--- config.mk ---
export PLATFORM = sky130hd
export DESIGN_NAME = utf8_stream_decoder
export DESIGN_NICKNAME = d
export VERILOG_FILES = /design/src/rtl/u8sd_pkg.sv /design/src/rtl/utf8_stream_decoder.sv
export SDC_FILE = /design/constraint.sdc
export NUM_CORES = 1
export LEC_CHECK = 0
export BUFFER_PORTS_ARGS = -buffer_cell sky130_fd_sc_hd__buf_4
export CORE_UTILIZATION = 30
export CTS_CLUSTER_SIZE = 25
export DETAILED_ROUTE_END_ITERATION = 16
export HOLD_SLACK_MARGIN = 0.12
export PLACE_DENSITY = 0.52
export RECOVER_POWER = 25
export SLEW_MARGIN = 10
export SYNTH_ARGS = -nofsm -noshare
export SYNTH_HDL_FRONTEND = slang
export SYNTH_SLANG_ARGS = --single-unit
--- constraint.sdc ---
create_clock -name clk -period 5.6 [get_ports clk]
set_clock_uncertainty 0.05 [all_clocks]
set_input_delay 0.56 -clock clk [delete_from_list [all_inputs] [get_ports clk]]
set_output_delay 0.56 -clock clk [all_outputs]
set_load 0.005 [all_outputs]
--- src/rtl/u8sd_pkg.sv ---
// ----------------------------------------------------------------------------
// u8sd_pkg
// Types and constants for the UTF-8 stream decoder.
// ----------------------------------------------------------------------------
package u8sd_pkg;

	localparam int CP_W = 21;
	localparam logic [CP_W-1:0] REPL_RESET = 21'h00FFFD;

	localparam logic [7:0] ASCII_MAX = 8'h7F;
	localparam logic [7:0] CONT_MIN  = 8'h80;
	localparam logic [7:0] CONT_MAX  = 8'hBF;
	localparam logic [7:0] LEAD2_MIN = 8'hC0;
	localparam logic [7:0] LEAD2_MAX = 8'hDF;
	localparam logic [7:0] LEAD3_MIN = 8'hE0;
	localparam logic [7:0] LEAD3_MAX = 8'hEF;
	localparam logic [7:0] LEAD4_MIN = 8'hF0;
	localparam logic [7:0] LEAD4_MAX = 8'hF7;

	localparam int FIFO_DEPTH = 4;

	typedef struct packed {
		logic [7:0] in_byte;
		logic       end_of_string;
	} in_item_t;

	typedef struct packed {
		logic [CP_W-1:0] code_point;
		logic            is_error;
		logic            last_of_run;
	} out_item_t;

endpackage

--- src/rtl/utf8_stream_decoder.sv ---
// ----------------------------------------------------------------------------
// utf8_stream_decoder
// Lenient UTF-8 decoder: one byte per request, emits completed code points.
// Path: a taken byte is registered in the input stage, then decoded into a
// four-entry result queue whose head drives the output. Throughput: one byte
// per cycle while the queue has room for two; a byte may give two results.
// Reset: asynchronous; clears decode state, queue and input stage, and loads
// the replacement code point with U+FFFD.
// ----------------------------------------------------------------------------
module utf8_stream_decoder (
	input  logic                        clk,
	input  logic                        arst_n,
	input  logic                        in_valid,
	output logic                        in_ready,
	input  u8sd_pkg::in_item_t          in_data,
	output logic                        out_valid,
	input  logic                        out_ready,
	output u8sd_pkg::out_item_t         out_data,
	input  logic                        cfg_we,
	input  logic [u8sd_pkg::CP_W-1:0]   cfg_wdata
);
	import u8sd_pkg::*;

	localparam int PTR_W = $clog2(FIFO_DEPTH);
	localparam int CNT_W = $clog2(FIFO_DEPTH + 1);

	logic [CP_W-1:0]  repl_q;
	logic             valid_s1;
	in_item_t         item_s1;
	logic [1:0]       pend_q;
	logic [CP_W-1:0]  part_q;

	out_item_t        fifo_q [FIFO_DEPTH];
	logic [PTR_W-1:0] wr_q;
	logic [PTR_W-1:0] rd_q;
	logic [CNT_W-1:0] cnt_q;

	logic             pop;
	logic [CNT_W-1:0] cnt_left;
	logic             adv;

	logic [7:0]       c;
	logic             emit_pre;
	logic             emit_main;
	logic             emit_eos;
	logic [CP_W-1:0]  main_cp;
	logic             main_err;
	logic [1:0]       pend_n;
	logic [CP_W-1:0]  part_n;
	logic [1:0]       n_res;
	out_item_t        slot0;
	out_item_t        slot1;

	assign pop       = out_valid & out_ready;
	assign cnt_left  = cnt_q - CNT_W'(pop);
	assign adv       = valid_s1 & (cnt_left <= CNT_W'(FIFO_DEPTH - 2));
	assign in_ready  = ~valid_s1 | adv;
	assign out_valid = (cnt_q != '0);
	assign out_data  = fifo_q[rd_q];

	// decode of the staged byte
	always_comb begin
		c         = item_s1.in_byte;
		emit_pre  = 1'b0;
		emit_main = 1'b0;
		main_cp   = repl_q;
		main_err  = 1'b1;
		pend_n    = pend_q;
		part_n    = part_q;
		if (c inside {[8'h00:ASCII_MAX]}) begin
			emit_pre  = (pend_q != 2'd0);
			emit_main = 1'b1;
			main_cp   = CP_W'(c);
			main_err  = 1'b0;
			pend_n    = 2'd0;
		end else if (c inside {[CONT_MIN:CONT_MAX]}) begin
			if (pend_q != 2'd0) begin
				part_n    = {part_q[CP_W-7:0], c[5:0]};
				pend_n    = pend_q - 2'd1;
				emit_main = (pend_q == 2'd1);
				main_cp   = {part_q[CP_W-7:0], c[5:0]};
				main_err  = 1'b0;
			end else begin
				emit_main = 1'b1;
			end
		end else if (c inside {[LEAD2_MIN:LEAD2_MAX]}) begin
			pend_n = 2'd1;
			part_n = CP_W'(c[4:0]);
		end else if (c inside {[LEAD3_MIN:LEAD3_MAX]}) begin
			pend_n = 2'd2;
			part_n = CP_W'(c[3:0]);
		end else if (c inside {[LEAD4_MIN:LEAD4_MAX]}) begin
			pend_n = 2'd3;
			part_n = CP_W'(c[2:0]);
		end else begin
			emit_main = 1'b1;
			pend_n    = 2'd0;
		end
		emit_eos = item_s1.end_of_string & (pend_n != 2'd0);
		if (item_s1.end_of_string) begin
			pend_n = 2'd0;
			part_n = '0;
		end
		n_res = 2'(emit_pre) + 2'(emit_main) + 2'(emit_eos);

		// at most two of the three fire; a leading replacement is never last
		slot0.code_point  = emit_pre ? repl_q : (emit_main ? main_cp : repl_q);
		slot0.is_error    = emit_pre ? 1'b1 : (emit_main ? main_err : 1'b1);
		slot0.last_of_run = (n_res == 2'd1);
		slot1.code_point  = main_cp;
		slot1.is_error    = main_err;
		slot1.last_of_run = 1'b1;
	end

	always_ff @(posedge clk or negedge arst_n) begin
		if (!arst_n) begin
			repl_q   <= REPL_RESET;
			valid_s1 <= 1'b0;
			pend_q   <= 2'd0;
			part_q   <= '0;
			wr_q     <= '0;
			rd_q     <= '0;
			cnt_q    <= '0;
		end else begin
			if (cfg_we) begin
				repl_q <= cfg_wdata;
			end
			if (in_ready) begin
				valid_s1 <= in_valid;
			end
			if (adv) begin
				pend_q <= pend_n;
				part_q <= part_n;
				wr_q   <= wr_q + PTR_W'(n_res);
			end
			if (pop) begin
				rd_q <= rd_q + PTR_W'(1);
			end
			cnt_q <= cnt_left + (adv ? CNT_W'(n_res) : CNT_W'(0));
		end
	end

	always_ff @(posedge clk) begin
		if (in_ready && in_valid) begin
			item_s1 <= in_data;
		end
		if (adv && (n_res != 2'd0)) begin
			fifo_q[wr_q] <= slot0;
		end
		if (adv && (n_res == 2'd2)) begin
			fifo_q[wr_q + PTR_W'(1)] <= slot1;
		end
	end

endmodule

==> metrics list <==
- Clock latency on the worst-skew pair, taken at its later pin, is 430 ps.
- Int Power: 2.84 mW
* Slack of the worst reg-to-reg path: 1150 ps
* Capture instance of the worst register-to-register path: fifo_q[3][19]
* Outcome: finished with violations
- The area growth from synthesis to layout is 18.1%.
- The final layout contains 598 nets.
* Detailed Route WL: 18900 microns
* Type of origin of the critical path: register
- Violated checks: max-capacitance violations, max-slew violations
* Remaining max-slew budget at the tightest pin: -0.792
- Setup repair after global routing missed its margin: false
- Measured along the x axis, the die boundary spans 156 microns.
- Distinct cell type count after synthesis: 57
- Worst-margin pin slew: 2690 ps
* Gates resized, CTS repair: 0
- Hold slack: 277 ps
* # port buffers: 59
* Drt first pass iters: 7
* Fill cell instance count of the final layout: 2277
- Critical Path Slowest Stage Cell: sky130_fd_sc_hd__edfxtp_1
* DR vias: 4873
- Final number of setup-violating endpoints: 0
- Entering global routing, the biggest net connects 47 pins.
- After detailed placement, the total cell area comes to 7890 sq um.
- Summed negative setup slack over all endpoints: 0 ps
* Adder and majority cell fraction of the synthesized area: 0.0126
- Hpwl dp: 12400 microns
- Final Util: 0.360
- Initial antenna violation count: 0
- Of the post-synthesis cell area, the part taken by muxes is 0.109.
- Flip-flop and latch count after synthesis: 147
* Worst hold stages: 2
- After clock tree synthesis, the clock-pin slew on the worst setup and hold paths is 60 ps.
* GRT Residual Overflow: 0
- Dividing the detail-routed wire length by the instance count gives 21.3 microns.
- Maximum level of the CTS H-tree: 4
- Post-CTS Setup Bufs: 0
- Count of flip-flops with a built-in enable after synthesis: 97
- Max-cap violations: 1
* Largest cells by area after synthesis: sky130_fd_sc_hd__edfxtp_1 (41%), sky130_fd_sc_hd__dfrtp_1 (11%), sky130_fd_sc_hd__o2bb2ai_1 (8.2%)
* Hold Path Sink: valid_s1
* Vias per inst: 5.48
- Overall die height: 156 microns
- Power comes to 4.48 mW.
* Number of hold buffers added after CTS: 0
- Ant. Diodes: 0
- Die footprint: 24500 sq um
- Count of pins over their slew limit: 47
- Portion of total power attributed to sequential cells: 0.387
- Power density over cell area: 530 nW/um^2
* Most used flip-flop cell after synthesis: sky130_fd_sc_hd__edfxtp_1
- Number of remaining DRC errors: 0
- Of the total synthesized cell area, the portion taken by AND, OR, NAND and NOR gates is 0.0764.
- Cell count after synthesis: 507
- The floorplan step defined a core boundary enclosing 23500 sq um.
- Traced cell by cell, the critical path runs through o21ai_1 > nand2b_1 > inv_1 > nand2_1 > fa_1 > nor2b_1 > nand4_2 > nand2_1.
* Vias in the first global route: 4813
- STA puts the critical path data arrival time at 4440 ps.
- Post-Syn Area: 7160 sq um
- Worst hold path class: input pin to register
- Number of hold violations in the final report: 0
- Root Buffer: sky130_fd_sc_hd__clkbuf_16
* CTS Buf Count: 17
* Net switching fraction of the power: 0.365
- Initial core utilization: 0.305
- Clock Sink Count: 147
- For this run, the total global-route usage over all layers was measured as 0.162.
- The worst-case IR drop observed on VDD is 0.183 mV.
* Endpoint required time on the critical path: 5600 ps
- Top cell by count, worst path: sky130_fd_sc_hd__nand2_1
- Maximum clock path buffer count: 2
- Of the total synthesized cell area, the portion taken by XOR and XNOR cells is 0.0112.
* Clock share of power: 0.248
* Area share of the largest cell type after synthesis: 0.407
- Final Critical Period: 4450 ps
* Cell taking the most area after synthesis: sky130_fd_sc_hd__edfxtp_1
* Net load switching power: 1.64 mW
- In the post-synthesis netlist, the cell with the most instances is sky130_fd_sc_hd__edfxtp_1.
- Detailed router's first-iteration violation count: 394
- Summed over all cells, the static leakage comes to 2.98 nW.
- Longest individual stage delay on the worst path: 950 ps
- Placement Rows: 56
- First-pass GRT wire length: 29200 microns
- Classification of the worst setup path: register to register
- Final clock period utilization by the worst path: 0.794
- The startpoint identified for the worst hold timing path is in_valid.
- The worst register-to-register path begins at c[7].
* List of most frequent post-synthesis cells: sky130_fd_sc_hd__edfxtp_1 (97), sky130_fd_sc_hd__o2bb2ai_1 (67), sky130_fd_sc_hd__dfrtp_1 (31), sky130_fd_sc_hd__mux4_2 (23), sky130_fd_sc_hd__nor2_1 (23)
- Average size of a mapped cell: 14.1 sq um
* Cell count of the worst reg-to-reg path: 8
* Type of element capturing the critical path: register
- Of the total power, combinational logic draws 0.366.
- Yosys warns: 0
- Detail Route Antenna Nets: 0
- TritonCTS built the clock tree.
- Layout cells sized above 1: 0.309
- Gp weighted congestion: 0.850
- Post-route standard cell area excluding fillers: 8450 sq um
- The share of the Yosys chip area taken by registers is 0.581.
* Main combinational cell family by area after synthesis: compound AO/OA/AOI/OAI gates
- Of all flip-flops after synthesis, the portion carrying an async set or reset was 0.313.
- 60 I/O pins were placed.
- Maximum fanout encountered on the critical timing path: 30
* Maximum operating frequency: 0.225 GHz
* Synth Area in Compound Gates: 0.180
* Synthesized netlist net count: 548
-- cell usage in the layout (no fill, tap or decap), types with 3 or more instances in the layout --
cell	n
sky130_fd_sc_hd__clkbuf_4	9
sky130_fd_sc_hd__o22ai_2	3
sky130_fd_sc_hd__buf_4	54
sky130_fd_sc_hd__o32ai_1	14
sky130_fd_sc_hd__o21bai_1	4
sky130_fd_sc_hd__and2_1	3
sky130_fd_sc_hd__inv_1	10
sky130_fd_sc_hd__clkbuf_16	20
sky130_fd_sc_hd__nand2_1	19
sky130_fd_sc_hd__clkbuf_1	3
sky130_fd_sc_hd__dfxtp_1	4
sky130_fd_sc_hd__o2bb2ai_1	67
sky130_fd_sc_hd__a22o_1	14
sky130_fd_sc_hd__and3_1	14
sky130_fd_sc_hd__clkinv_2	6
sky130_fd_sc_hd__nor2_2	5
sky130_fd_sc_hd__mux4_2	23
sky130_fd_sc_hd__a21oi_1	18
sky130_fd_sc_hd__a22oi_1	3
sky130_fd_sc_hd__dfstp_2	15
sky130_fd_sc_hd__nor2b_1	4
sky130_fd_sc_hd__o22ai_1	4
sky130_fd_sc_hd__nor2_1	21
sky130_fd_sc_hd__nand2b_1	6
sky130_fd_sc_hd__o21ai_0	6
sky130_fd_sc_hd__nand3_1	5
sky130_fd_sc_hd__mux2_2	22
sky130_fd_sc_hd__nand4_2	5
sky130_fd_sc_hd__o21a_1	3
sky130_fd_sc_hd__edfxtp_1	97
sky130_fd_sc_hd__a211oi_1	13
sky130_fd_sc_hd__xor2_1	4
sky130_fd_sc_hd__dfrtp_1	30
sky130_fd_sc_hd__ha_1	4
-- cell families after synthesis --
kind of cell	Yosys count
compound gates	161
xor+xnor	7
fa+ha+maj	6
buf+inv	44
flops	147
mux	46
simple gates	96
-- worst max-delay path, delay by kind of cell, from the launching register on --
kind,cells,cell delay (ps)
fa+ha+maj,1,610
buf+inv,1,90
simple gates,5,2110
flops,1,950
compound gates,1,240
-- metrics by stage --
stage	cells	setup slack [ps]
floorplan	507	1810
global placement	857	1290
detailed placement	857	1210
CTS	889	1180
global route	889	832
finish	889	1150
-- how the worst max path moves through the flow --
stage,cells after the start,end,startpoint,slack (ps)
CTS,8,fifo_q[3][19],c[7],1180
finish,8,fifo_q[3][19],c[7],1150
global placement,8,fifo_q[3][13],c[7],1290
detailed placement,8,fifo_q[3][19],c[7],1210
global route,8,fifo_q[3][11],c[7],830
floorplan,8,fifo_q[1][2],cnt_q[2],1810
-- cell type report --
cell class / instances / area [sq um] / area share
repair buffers: 65 / 480 / 0.0568
flip-flops and latches: 147 / 4160 / 0.493
well taps: 319 / 399 / 0.0472
clock inverters: 11 / 68.8 / 0.00814
clock buffers: 21 / 504 / 0.0596
multi-input cells: 316 / 2800 / 0.331
inverters: 10 / 37.5 / 0.00444
-- power groups by stage --
stage          clock network [mW]  logic (mW)  registers, mW
2_1_floorplan                   0        1.17           1.60
3_3_place_gp                    0        1.63           1.74
3_5_place_dp                    0        1.66           1.75
4_1_cts                      1.12        1.66           1.73
5_1_grt                      1.17        1.79           1.77
6_report                     1.11        1.64           1.73
-- sequential cells by signal, indices dropped and copies added, names as in the netlist --
register,count
c,8
cnt_q,3
fifo_q,92
valid_s1,1
rd_q,2
part_q,15
wr_q,2
repl_q,21
item_s1,1
pend_q,2
-- routing by layer --
layer  vias to the layer above  global-route usage  part of all wire
met4                         0              0.0649             0.022
met3                        32              0.0335             0.064
met2                       202               0.255              0.48
met1                      2471               0.219              0.44
met5                         -                   0                 0
li1                       2168                   -                 -
Note: power is estimated with default switching activity, not from simulation.
